**src/sv/tcvp_pkg.sv**
```systemverilog
// tcvp_pkg: shared types and constants of the tilt cube vertex projector
// holds the state enum, register indexes, reset values and the cordic angle table
// no dependencies
package tcvp_pkg;

  localparam int unsigned CORDIC_STEPS_DEF  = 16;
  localparam int unsigned FRACTION_BITS_DEF = 13;

  // cordic start value, gain compensation in q2.30
  localparam logic signed [33:0] CORDIC_K = 34'sd652032874;

  // register reset values
  localparam logic [7:0] CENTER_X_RST   = 8'd64;
  localparam logic [7:0] CENTER_Y_RST   = 8'd32;
  localparam logic [7:0] FOCAL_GAIN_RST = 8'd40;
  localparam logic [3:0] CAM_DIST_RST   = 4'd4;
  localparam logic [7:0] SCR_WIDTH_RST  = 8'd128;
  localparam logic [7:0] SCR_HEIGHT_RST = 8'd64;

  typedef enum logic [2:0] {
    REG_CENTER_X   = 3'd0,
    REG_CENTER_Y   = 3'd1,
    REG_FOCAL_GAIN = 3'd2,
    REG_CAM_DIST   = 3'd3,
    REG_SCR_WIDTH  = 3'd4,
    REG_SCR_HEIGHT = 3'd5
  } cfg_reg_e;

  typedef enum logic [3:0] {
    ST_IDLE,
    ST_CORDIC,
    ST_RY,
    ST_M_PX,
    ST_M_PY,
    ST_M_CX,
    ST_M_GX,
    ST_DIV_X,
    ST_M_CY,
    ST_M_GY,
    ST_DIV_Y,
    ST_OUT
  } state_e;

  // arctangent of 2^-i as binary angle, 2^32 per turn
  function automatic logic [31:0] atan_bam(input logic [4:0] i);
    logic [31:0] r;
    unique case (i)
      5'd0:  r = 32'd536870912;
      5'd1:  r = 32'd316933406;
      5'd2:  r = 32'd167458907;
      5'd3:  r = 32'd85004756;
      5'd4:  r = 32'd42667331;
      5'd5:  r = 32'd21354465;
      5'd6:  r = 32'd10679838;
      5'd7:  r = 32'd5340245;
      5'd8:  r = 32'd2670163;
      5'd9:  r = 32'd1335087;
      5'd10: r = 32'd667544;
      5'd11: r = 32'd333772;
      5'd12: r = 32'd166886;
      5'd13: r = 32'd83443;
      5'd14: r = 32'd41722;
      5'd15: r = 32'd20861;
      5'd16: r = 32'd10430;
      5'd17: r = 32'd5215;
      5'd18: r = 32'd2608;
      5'd19: r = 32'd1304;
      5'd20: r = 32'd652;
      5'd21: r = 32'd326;
      5'd22: r = 32'd163;
      5'd23: r = 32'd81;
      default: r = 32'd0;
    endcase
    return r;
  endfunction

  // corner signs, 1 means +1 and 0 means -1
  function automatic logic corner_x_pos(input logic [2:0] k);
    return k[0] ^ k[1];
  endfunction

  function automatic logic corner_y_pos(input logic [2:0] k);
    return k[1];
  endfunction

  function automatic logic corner_z_pos(input logic [2:0] k);
    return k[2];
  endfunction

endpackage

```
**src/sv/tcvp_if.sv**
```systemverilog
// tcvp channel interfaces: tilt input, vertex output and register write
// valid/ready handshake, a beat moves when both are high
// no dependencies
interface tcvp_tilt_if;
  logic               valid;
  logic               ready;
  logic signed [15:0] tilt_x;
  logic signed [15:0] tilt_y;
  modport source (output valid, tilt_x, tilt_y, input ready);
  modport sink   (input valid, tilt_x, tilt_y, output ready);
endinterface

interface tcvp_vertex_if;
  logic              valid;
  logic              ready;
  logic [2:0]        vertex_index;
  logic signed [9:0] screen_x;
  logic signed [9:0] screen_y;
  logic              on_screen;
  logic              last_vertex;
  modport source (output valid, vertex_index, screen_x, screen_y, on_screen, last_vertex,
                  input ready);
  modport sink   (input valid, vertex_index, screen_x, screen_y, on_screen, last_vertex,
                  output ready);
endinterface

interface tcvp_cfg_if;
  logic       valid;
  logic       ready;
  logic [2:0] index;
  logic [7:0] data;
  modport source (output valid, index, data, input ready);
  modport sink   (input valid, index, data, output ready);
endinterface

```
**src/sv/tilt_cube_vertex_projector_top.sv**
```systemverilog
// tilt_cube_vertex_projector_top: tilt pair to eight projected cube corners
// depends on tcvp_pkg and the channel interfaces in tcvp_if.sv

// One tilt beat yields eight vertex beats in corner order 0..7, the last one
// flagged. The block takes a tilt beat only when idle. Sine and cosine of roll
// and pitch come from one shared cordic stage, one angle after the other.
// Each corner then passes the rotation and the shared multiplier, then two
// restoring divisions, one quotient bit a cycle, and then the output register,
// where it waits until the vertex beat is taken. Registers may be written at
// any time the block is idle; the write channel is always ready.
module tilt_cube_vertex_projector_top #(
  parameter int unsigned CORDIC_STEPS  = tcvp_pkg::CORDIC_STEPS_DEF,
  parameter int unsigned FRACTION_BITS = tcvp_pkg::FRACTION_BITS_DEF
) (
  input  logic          clk_i,
  input  logic          rst_ni,
  tcvp_tilt_if.sink     tilt_i,
  tcvp_cfg_if.sink      cfg_i,
  tcvp_vertex_if.source vertex_o
);
  import tcvp_pkg::*;

  localparam int F   = FRACTION_BITS;
  localparam int AW  = F + 6;          // depth and multiplier a operand
  localparam int BW  = F + 3;          // coordinates and multiplier b operand
  localparam int SW  = F + 2;          // sine and cosine
  localparam int PW  = AW + BW;        // product
  localparam int NW  = F + 15;         // numerator magnitude
  localparam int SHL = (F >= 15) ? F - 15 : 0;
  localparam int SHR = (F >= 15) ? 0 : 15 - F;
  localparam logic signed [39:0] HALF_Q = 40'sd1 <<< SHR >>> 1;
  localparam logic [5:0] CORDIC_END = 6'(CORDIC_STEPS);
  localparam logic [5:0] DIV_END    = 6'(NW - 1);

  state_e state_q, state_d;

  // configuration registers
  logic [7:0] cx_q, cy_q, gain_q, width_q, height_q;
  logic [3:0] dist_q;

  logic               ang_q;
  logic [5:0]         cnt_q;
  logic signed [15:0] tilt_y_q;
  logic signed [33:0] cx_r_q, cy_r_q, cz_r_q;
  logic signed [SW-1:0] sr_q, cr_q, sp_q, cp_q;
  logic [2:0]         k_q;
  logic signed [BW-1:0] ry_q, px_q, py_q;
  logic signed [AW-1:0] d_q;
  logic signed [PW-1:0] acc_q;
  logic [NW-1:0]      dvd_q;
  logic [AW-1:0]      rem_q;
  logic               neg_q;
  logic signed [9:0]  sx_q, sy_q;
  logic               vis_q;

  // register write port
  assign cfg_i.ready = 1'b1;

  always_ff @(posedge clk_i or negedge rst_ni) begin
    if (!rst_ni) begin
      cx_q     <= CENTER_X_RST;
      cy_q     <= CENTER_Y_RST;
      gain_q   <= FOCAL_GAIN_RST;
      dist_q   <= CAM_DIST_RST;
      width_q  <= SCR_WIDTH_RST;
      height_q <= SCR_HEIGHT_RST;
    end else if (cfg_i.valid) begin
      unique case (cfg_i.index)
        REG_CENTER_X:   cx_q     <= cfg_i.data;
        REG_CENTER_Y:   cy_q     <= cfg_i.data;
        REG_FOCAL_GAIN: gain_q   <= cfg_i.data;
        REG_CAM_DIST:   dist_q   <= cfg_i.data[3:0];
        REG_SCR_WIDTH:  width_q  <= cfg_i.data;
        REG_SCR_HEIGHT: height_q <= cfg_i.data;
        default: ;
      endcase
    end
  end

  // cordic iteration
  logic [4:0]         ci;
  logic signed [33:0] c_dx, c_dy, c_at, cx_n, cy_n, cz_n;
  assign ci   = cnt_q[4:0];
  assign c_dx = cy_r_q >>> ci;
  assign c_dy = cx_r_q >>> ci;
  assign c_at = $signed({2'b00, atan_bam(ci)});
  always_comb begin
    if (!cz_r_q[33]) begin
      cx_n = cx_r_q - c_dx;
      cy_n = cy_r_q + c_dy;
      cz_n = cz_r_q - c_at;
    end else begin
      cx_n = cx_r_q + c_dx;
      cy_n = cy_r_q - c_dy;
      cz_n = cz_r_q + c_at;
    end
  end

  // q2.30 to q1.15 with rounding and saturation, then to q.F
  function automatic logic signed [SW-1:0] to_frac(input logic signed [33:0] v);
    logic signed [33:0] r;
    logic signed [15:0] t;
    logic signed [39:0] w;
    r = (v + 34'sd16384) >>> 15;
    if (r > 34'sd32767)       t = 16'sh7fff;
    else if (r < -34'sd32768) t = 16'sh8000;
    else                      t = r[15:0];
    w = ((40'(t)) <<< SHL) + HALF_Q;
    w = w >>> SHR;
    return w[SW-1:0];
  endfunction

  // rotated corner
  logic signed [BW-1:0] cp_e, sp_e, cpv, spv, ry_n, rz_n;
  logic signed [AW-1:0] d_n;
  assign cp_e = BW'(cp_q);
  assign sp_e = BW'(sp_q);
  always_comb begin
    cpv  = corner_y_pos(k_q) ? cp_e : -cp_e;
    spv  = corner_y_pos(k_q) ? sp_e : -sp_e;
    ry_n = cpv - (corner_z_pos(k_q) ? sp_e : -sp_e);
    rz_n = spv + (corner_z_pos(k_q) ? cp_e : -cp_e);
    d_n  = AW'(rz_n) + (AW'($signed({1'b0, dist_q})) <<< F);
    if (d_n < AW'(1)) d_n = AW'(1);
  end

  // shared multiplier
  logic signed [AW-1:0] ma;
  logic signed [BW-1:0] mb;
  logic signed [PW-1:0] prod, prnd_w;
  logic signed [BW-1:0] prnd;
  always_comb begin
    ma = d_q;
    mb = BW'($signed({1'b0, gain_q}));
    unique case (state_q)
      ST_M_PX: begin ma = AW'(ry_q); mb = BW'(sr_q); end
      ST_M_PY: begin ma = AW'(ry_q); mb = BW'(cr_q); end
      ST_M_CX: begin ma = d_q; mb = BW'($signed({1'b0, cx_q})); end
      ST_M_CY: begin ma = d_q; mb = BW'($signed({1'b0, cy_q})); end
      ST_M_GX: ma = AW'(px_q);
      ST_M_GY: ma = AW'(py_q);
      default: ;
    endcase
  end
  assign prod   = ma * mb;
  assign prnd_w = (prod + (PW'(1) <<< (F - 1))) >>> F;
  assign prnd   = prnd_w[BW-1:0];

  // numerator and its magnitude
  logic signed [PW-1:0] num;
  logic [NW-1:0]        num_mag;
  assign num     = (state_q == ST_M_GY) ? acc_q - prod : acc_q + prod;
  assign num_mag = num[PW-1] ? NW'(-num) : NW'(num);

  // restoring divider step
  logic [AW-1:0] rem_sh;
  logic          ge;
  logic [NW-1:0] quo;
  logic signed [9:0] qsat;
  assign rem_sh = {rem_q[AW-2:0], dvd_q[NW-1]};
  assign ge     = rem_sh >= AW'(d_q);
  assign quo    = {dvd_q[NW-2:0], ge};
  always_comb begin
    if (quo > NW'(511)) qsat = neg_q ? -10'sd512 : 10'sd511;
    else                qsat = neg_q ? -$signed(quo[9:0]) : $signed(quo[9:0]);
  end

  // next state
  always_comb begin
    state_d = state_q;
    unique case (state_q)
      ST_IDLE:   if (tilt_i.valid) state_d = ST_CORDIC;
      ST_CORDIC: if (cnt_q == CORDIC_END && ang_q) state_d = ST_RY;
      ST_RY:     state_d = ST_M_PX;
      ST_M_PX:   state_d = ST_M_PY;
      ST_M_PY:   state_d = ST_M_CX;
      ST_M_CX:   state_d = ST_M_GX;
      ST_M_GX:   state_d = ST_DIV_X;
      ST_DIV_X:  if (cnt_q == DIV_END) state_d = ST_M_CY;
      ST_M_CY:   state_d = ST_M_GY;
      ST_M_GY:   state_d = ST_DIV_Y;
      ST_DIV_Y:  if (cnt_q == DIV_END) state_d = ST_OUT;
      ST_OUT:    if (vertex_o.ready) state_d = (k_q == 3'd7) ? ST_IDLE : ST_RY;
      default:   state_d = ST_IDLE;
    endcase
  end

  // handshake outputs
  always_comb begin
    tilt_i.ready          = (state_q == ST_IDLE);
    vertex_o.valid        = (state_q == ST_OUT);
    vertex_o.vertex_index = k_q;
    vertex_o.screen_x     = sx_q;
    vertex_o.screen_y     = sy_q;
    vertex_o.on_screen    = vis_q;
    vertex_o.last_vertex  = (k_q == 3'd7);
  end

  always_ff @(posedge clk_i or negedge rst_ni) begin
    if (!rst_ni) begin
      state_q <= ST_IDLE;
      cnt_q   <= '0;
      ang_q   <= 1'b0;
      k_q     <= '0;
    end else begin
      state_q <= state_d;
      unique case (state_q)
        ST_IDLE: begin
          cnt_q <= '0;
          ang_q <= 1'b0;
          k_q   <= '0;
        end
        ST_CORDIC: begin
          if (cnt_q == CORDIC_END) begin
            cnt_q <= '0;
            ang_q <= 1'b1;
          end else begin
            cnt_q <= cnt_q + 6'd1;
          end
        end
        ST_M_GX, ST_M_GY: cnt_q <= '0;
        ST_DIV_X, ST_DIV_Y: cnt_q <= cnt_q + 6'd1;
        ST_OUT: if (vertex_o.ready) k_q <= k_q + 3'd1;
        default: ;
      endcase
    end
  end

  // datapath registers
  always_ff @(posedge clk_i) begin
    unique case (state_q)
      ST_IDLE: begin
        tilt_y_q <= tilt_i.tilt_y;
        cx_r_q   <= CORDIC_K;
        cy_r_q   <= '0;
        cz_r_q   <= 34'(tilt_i.tilt_x) <<< 15;
      end
      ST_CORDIC: begin
        if (cnt_q == CORDIC_END) begin
          if (!ang_q) begin
            cr_q <= to_frac(cx_r_q);
            sr_q <= to_frac(cy_r_q);
          end else begin
            cp_q <= to_frac(cx_r_q);
            sp_q <= to_frac(cy_r_q);
          end
          cx_r_q <= CORDIC_K;
          cy_r_q <= '0;
          cz_r_q <= 34'(tilt_y_q) <<< 15;
        end else begin
          cx_r_q <= cx_n;
          cy_r_q <= cy_n;
          cz_r_q <= cz_n;
        end
      end
      ST_RY: begin
        ry_q <= ry_n;
        d_q  <= d_n;
      end
      ST_M_PX: px_q <= (corner_x_pos(k_q) ? BW'(cr_q) : -BW'(cr_q)) - prnd;
      ST_M_PY: py_q <= (corner_x_pos(k_q) ? BW'(sr_q) : -BW'(sr_q)) + prnd;
      ST_M_CX, ST_M_CY: acc_q <= prod;
      ST_M_GX, ST_M_GY: begin
        dvd_q <= num_mag;
        neg_q <= num[PW-1];
        rem_q <= '0;
      end
      ST_DIV_X, ST_DIV_Y: begin
        rem_q <= ge ? rem_sh - AW'(d_q) : rem_sh;
        dvd_q <= quo;
        if (cnt_q == DIV_END) begin
          if (state_q == ST_DIV_X) begin
            sx_q <= qsat;
          end else begin
            sy_q  <= qsat;
            vis_q <= !sx_q[9] && (sx_q < $signed({2'b00, width_q})) &&
                     !qsat[9] && (qsat < $signed({2'b00, height_q}));
          end
        end
      end
      default: ;
    endcase
  end

endmodule
```
**src/flat_wrapper.sv**
```systemverilog
// flat-port wrapper written by rule: the top's interface ports become plain ports
module tilt_cube_vertex_projector_top_flat import tcvp_pkg::*;
#(
  parameter int unsigned CORDIC_STEPS  = tcvp_pkg::CORDIC_STEPS_DEF,
  parameter int unsigned FRACTION_BITS = tcvp_pkg::FRACTION_BITS_DEF
)
  (clk_i, rst_ni, tilt_i_valid, tilt_i_tilt_x, tilt_i_tilt_y, tilt_i_ready, cfg_i_valid, cfg_i_index, cfg_i_data, cfg_i_ready, vertex_o_valid, vertex_o_vertex_index, vertex_o_screen_x, vertex_o_screen_y, vertex_o_on_screen, vertex_o_last_vertex, vertex_o_ready);
  tcvp_tilt_if tilt_i_i ();
  tcvp_cfg_if cfg_i_i ();
  tcvp_vertex_if vertex_o_i ();
  input  logic clk_i;
  input  logic rst_ni;
  input wire logic [$bits(tilt_i_i.valid)-1:0] tilt_i_valid;
  input wire logic [$bits(tilt_i_i.tilt_x)-1:0] tilt_i_tilt_x;
  input wire logic [$bits(tilt_i_i.tilt_y)-1:0] tilt_i_tilt_y;
  output wire logic [$bits(tilt_i_i.ready)-1:0] tilt_i_ready;
  input wire logic [$bits(cfg_i_i.valid)-1:0] cfg_i_valid;
  input wire logic [$bits(cfg_i_i.index)-1:0] cfg_i_index;
  input wire logic [$bits(cfg_i_i.data)-1:0] cfg_i_data;
  output wire logic [$bits(cfg_i_i.ready)-1:0] cfg_i_ready;
  output wire logic [$bits(vertex_o_i.valid)-1:0] vertex_o_valid;
  output wire logic [$bits(vertex_o_i.vertex_index)-1:0] vertex_o_vertex_index;
  output wire logic [$bits(vertex_o_i.screen_x)-1:0] vertex_o_screen_x;
  output wire logic [$bits(vertex_o_i.screen_y)-1:0] vertex_o_screen_y;
  output wire logic [$bits(vertex_o_i.on_screen)-1:0] vertex_o_on_screen;
  output wire logic [$bits(vertex_o_i.last_vertex)-1:0] vertex_o_last_vertex;
  input wire logic [$bits(vertex_o_i.ready)-1:0] vertex_o_ready;
  assign tilt_i_i.valid = tilt_i_valid;
  assign tilt_i_i.tilt_x = tilt_i_tilt_x;
  assign tilt_i_i.tilt_y = tilt_i_tilt_y;
  assign tilt_i_ready = tilt_i_i.ready;
  assign cfg_i_i.valid = cfg_i_valid;
  assign cfg_i_i.index = cfg_i_index;
  assign cfg_i_i.data = cfg_i_data;
  assign cfg_i_ready = cfg_i_i.ready;
  assign vertex_o_valid = vertex_o_i.valid;
  assign vertex_o_vertex_index = vertex_o_i.vertex_index;
  assign vertex_o_screen_x = vertex_o_i.screen_x;
  assign vertex_o_screen_y = vertex_o_i.screen_y;
  assign vertex_o_on_screen = vertex_o_i.on_screen;
  assign vertex_o_last_vertex = vertex_o_i.last_vertex;
  assign vertex_o_i.ready = vertex_o_ready;
  tilt_cube_vertex_projector_top #(.CORDIC_STEPS(CORDIC_STEPS), .FRACTION_BITS(FRACTION_BITS)) u_core (.clk_i(clk_i), .rst_ni(rst_ni), .tilt_i(tilt_i_i), .cfg_i(cfg_i_i), .vertex_o(vertex_o_i));
endmodule
```
**config.mk**
```make
export PLATFORM = sky130hd
export DESIGN_NAME = tilt_cube_vertex_projector_top_flat
export DESIGN_NICKNAME = d
export VERILOG_FILES = /design/src/sv/tcvp_pkg.sv /design/src/sv/tcvp_if.sv /design/src/sv/tilt_cube_vertex_projector_top.sv /design/src/flat_wrapper.sv
export SDC_FILE = /design/constraint.sdc
export NUM_CORES = 2
export LEC_CHECK = 0
export BUFFER_PORTS_ARGS = -buffer_cell sky130_fd_sc_hd__buf_2
export CORE_UTILIZATION = 48
export CTS_CLUSTER_DIAMETER = 30
export CTS_CLUSTER_SIZE = 40
export DETAILED_ROUTE_END_ITERATION = 8
export PLACE_DENSITY_LB_ADDON = 0.12
export SYNTH_ARGS = -nofsm -noshare
export SYNTH_HDL_FRONTEND = slang
export SYNTH_SLANG_ARGS = --single-unit
export TNS_END_PERCENT = 30
```
**constraint.sdc**
```tcl
create_clock -name clk_i -period 13.47 [get_ports clk_i]
set_clock_uncertainty 0.05 [all_clocks]
set_input_delay 2.0205 -clock clk_i [delete_from_list [all_inputs] [get_ports clk_i]]
set_output_delay 2.0205 -clock clk_i [all_outputs]
set_load 0.05 [all_outputs]
```
==> flow_summary.ini <==
[worst_setup_path]
setup.worst_path.class = flip-flop to flip-flop
cp.arrival_ns = 12.74
worst_setup_path_start_kind = flip-flop
worst_path_most_repeated_cell = sky130_fd_sc_hd__fa_1
kind_of_end_point_of_the_critical_path = flip-flop
regToRegSetupSlack_ns = 1.11
crit_path_top_delay_cell = sky130_fd_sc_hd__dfrtp_1
critical_path_max_stage_delay_ns = 0.74
critPathMaxFanout = 19
cp_data_required_time_ns = 13.85

[clocking]
cts_setup_buffers = 0
cts-hold-fix-buffers = 0
htreeDepth = 3
clock_tree_from_tritoncts = built
worst_skew_pair.late_latency_ns = 0.71
cts_root_buffer = sky130_fd_sc_hd__clkbuf_16
clock_path_buffers = 3
resized_gates_after_cts = 0
path_clk_slew_ns = 0.05
cts_inserted_buffers = 114
clock_sinks = 406

[logic_synthesis]
synth.largest_area_cell = sky130_fd_sc_hd__edfxtp_1
synthDistinctLibCells = 111
synth_edf_count = 348
syn-instance-count = 5436
postSynthRegisterBits = 406
ys_warn_count = 0
post-synth-top-area-fraction_pct = 21.4
synthArstFlopShare_pct = 14.3
synth-main-ff-cell = sky130_fd_sc_hd__edfxtp_1
yosys-top-cells-count = sky130_fd_sc_hd__nor2_1, sky130_fd_sc_hd__inv_1, sky130_fd_sc_hd__nand2_1, sky130_fd_sc_hd__edfxtp_1, sky130_fd_sc_hd__a21oi_1
synth_area_mm2 = 0.0488
yosysSeqAreaShare_pct = 24.4
synthTopCellsByArea = sky130_fd_sc_hd__edfxtp_1, sky130_fd_sc_hd__fa_1, sky130_fd_sc_hd__ha_1, sky130_fd_sc_hd__nor2_1, sky130_fd_sc_hd__inv_1
avgSynthCellArea_um2 = 8.98
synthMostInstantiatedCell = sky130_fd_sc_hd__nor2_1
synthesis.nets = 6141

[global_route]
gr-usage-all-layers_pct = 30.0
number_of_global_route_vias_before_repair = 41000
grt_pass1_wl_mm = 238
grt.overflow.total = 0
maximum_number_of_pins_on_one_net_before_global_route_repair = 81
grt_antenna_before_repair = 3

[layout]
final_core_utilization_pct = 54.6
nFillCells = 9294
fin_nets = 6209
layout-area-overhead-vs-synth_pct = 12.3
fin_area_mm2 = 0.0548
layout-drive-gt1-share_pct = 11.3

[timing]
fmax_ghz = 0.0809
min_period_over_period_pct = 91.8
report.final.setup_viol = 0
slew_viol_final = 0
relSlewSlack_pct = 18.7
timing.final.hold_violations = 0
rsz0062_at_grt = no
period_minus_slack_ns = 12.36
finalSetupTns_ns = 0
transition_time_at_the_pin_with_the_least_slew_margin_ns = 1.21

[detailed_routing]
routedWlPerCell_um = 22.2
via_count = 41400
drc = 0
postRouteWirelength_mm = 155
final_antenna_net_count = 0
drt-initial-drc-count = 3396
drt_pass1_iterations = 5
avgViaCountPerCell = 5.95

[floorplan]
io_pins = 76
rows = 116
die_w_um = 321
initial_core_util_pct = 48.6
floorplan.die_area_mm2 = 0.103
die_h_um = 321
core_area_mm2 = 0.100

[flow_run]
max-cap-violations = 0

[placed_design]
place_area_mm2 = 0.0508
buffer_ports.inserted = 74
place.detailed.hpwl_mm = 120
gp_routability_congestion = 1.00

[worst_hold_path]
holdCritPathClass = flip-flop to flip-flop

[run_status]
run_status = complete, no violations
[area by class of cell]
type / count / area [um2] / area share, %
Antenna cell: 1 / 2.50 / 0.00456
Clock buffer: 132 / 3000 / 5.48
Clock inverter: 84 / 1050 / 1.91
Inverter: 583 / 2190 / 3.99
Multi-Input combinational cell: 4229 / 33900 / 61.8
Sequential cell: 406 / 11900 / 21.7
Tap cell: 1357 / 1700 / 3.10
Timing Repair Buffer: 170 / 1090 / 1.99
[worst paths after layout]
| check | startpoint | cells after the start | endpoint |
|---|---|---|---|
| setup / recovery | u_core.state_q[2] | 42 | u_core.dvd_q[12] |
| hold / removal | u_core.cx_q[0] | 1 | u_core.cx_q[0] |
| setup reg to reg | u_core.state_q[2] | 42 | u_core.dvd_q[12] |
| hold reg to reg | u_core.cx_q[0] | 1 | u_core.cx_q[0] |
| max in group asynchronous | rst_ni | 2 | u_core.cnt_q[0] |
| min in group asynchronous | rst_ni | 2 | u_core.width_q[1] |
[placed cells by master, fill, tap and decap left out, types with 101 or more instances in the layout]
cell,count
sky130_fd_sc_hd__o21ai_0,241
sky130_fd_sc_hd__a21oi_1,344
sky130_fd_sc_hd__nand3_1,101
sky130_fd_sc_hd__inv_1,577
sky130_fd_sc_hd__edfxtp_1,348
sky130_fd_sc_hd__xor2_1,204
sky130_fd_sc_hd__xnor2_1,241
sky130_fd_sc_hd__nor2_1,611
sky130_fd_sc_hd__clkbuf_16,115
sky130_fd_sc_hd__nand2_1,465
sky130_fd_sc_hd__fa_1,314
sky130_fd_sc_hd__ha_1,343
[state kept, by name, summed over array words and instances, names as in the netlist, 16 cells and up]
name	cells
u_core.acc_q	35
u_core.px_q	16
u_core.cy_r_q	34
u_core.cz_r_q	34
u_core.py_q	16
u_core.cx_r_q	34
u_core.tilt_y_q	16
u_core.d_q	19
u_core.dvd_q	28
u_core.rem_q	18
u_core.ry_q	16
[kinds of logic after synthesis]
kind of cell	count (synthesis)	synth area share [%]
flip-flops	406	24.4
other	2	0.0154
XOR/XNOR	449	8.12
buffers and inverters	801	6.39
adder cells (fa/ha/maj)	657	21.7
AO/OA/AOI/OAI	1190	15.8
AND/OR/NAND/NOR	1706	16.4
multiplexers	225	7.23
[layer usage]
layer  up-vias  GRT usage (%)  share of wire, %
met1     20400           36.3                40
met4         2           15.3               5.6
li1      19200              -                 -
met3       386           4.46               6.1
met5         -              0             0.011
met2      1484           51.7                49
[per-stage QoR]
| stage | setup WS [ns] | hold WS, ns | instances |
|---|---|---|---|
| floorplan | 2.30 | 0.425 | 5436 |
| global placement | 1.35 | 0.437 | 6745 |
| detailed placement | 1.28 | 0.445 | 6745 |
| CTS | 1.28 | 0.455 | 6961 |
| global route | 0.339 | 0.469 | 6961 |
| finish | 1.11 | 0.456 | 6962 |
[critical path: cells and delay by family, from the launching register on]
family / cells / cell delay (ns)
xor gates and xnor gates: 4 / 0.83
and+or+nand+nor: 10 / 2.94
muxes: 1 / 0.13
DFF: 1 / 0.74
adders and majority gates: 8 / 3.87
buffers and inverters: 9 / 1.43
AOI/OAI and AO/OA: 10 / 2.05
Power is left out: the tool's default activity adds up to more than one toggle a clock period on the data nets, which glitch-free logic cannot reach.
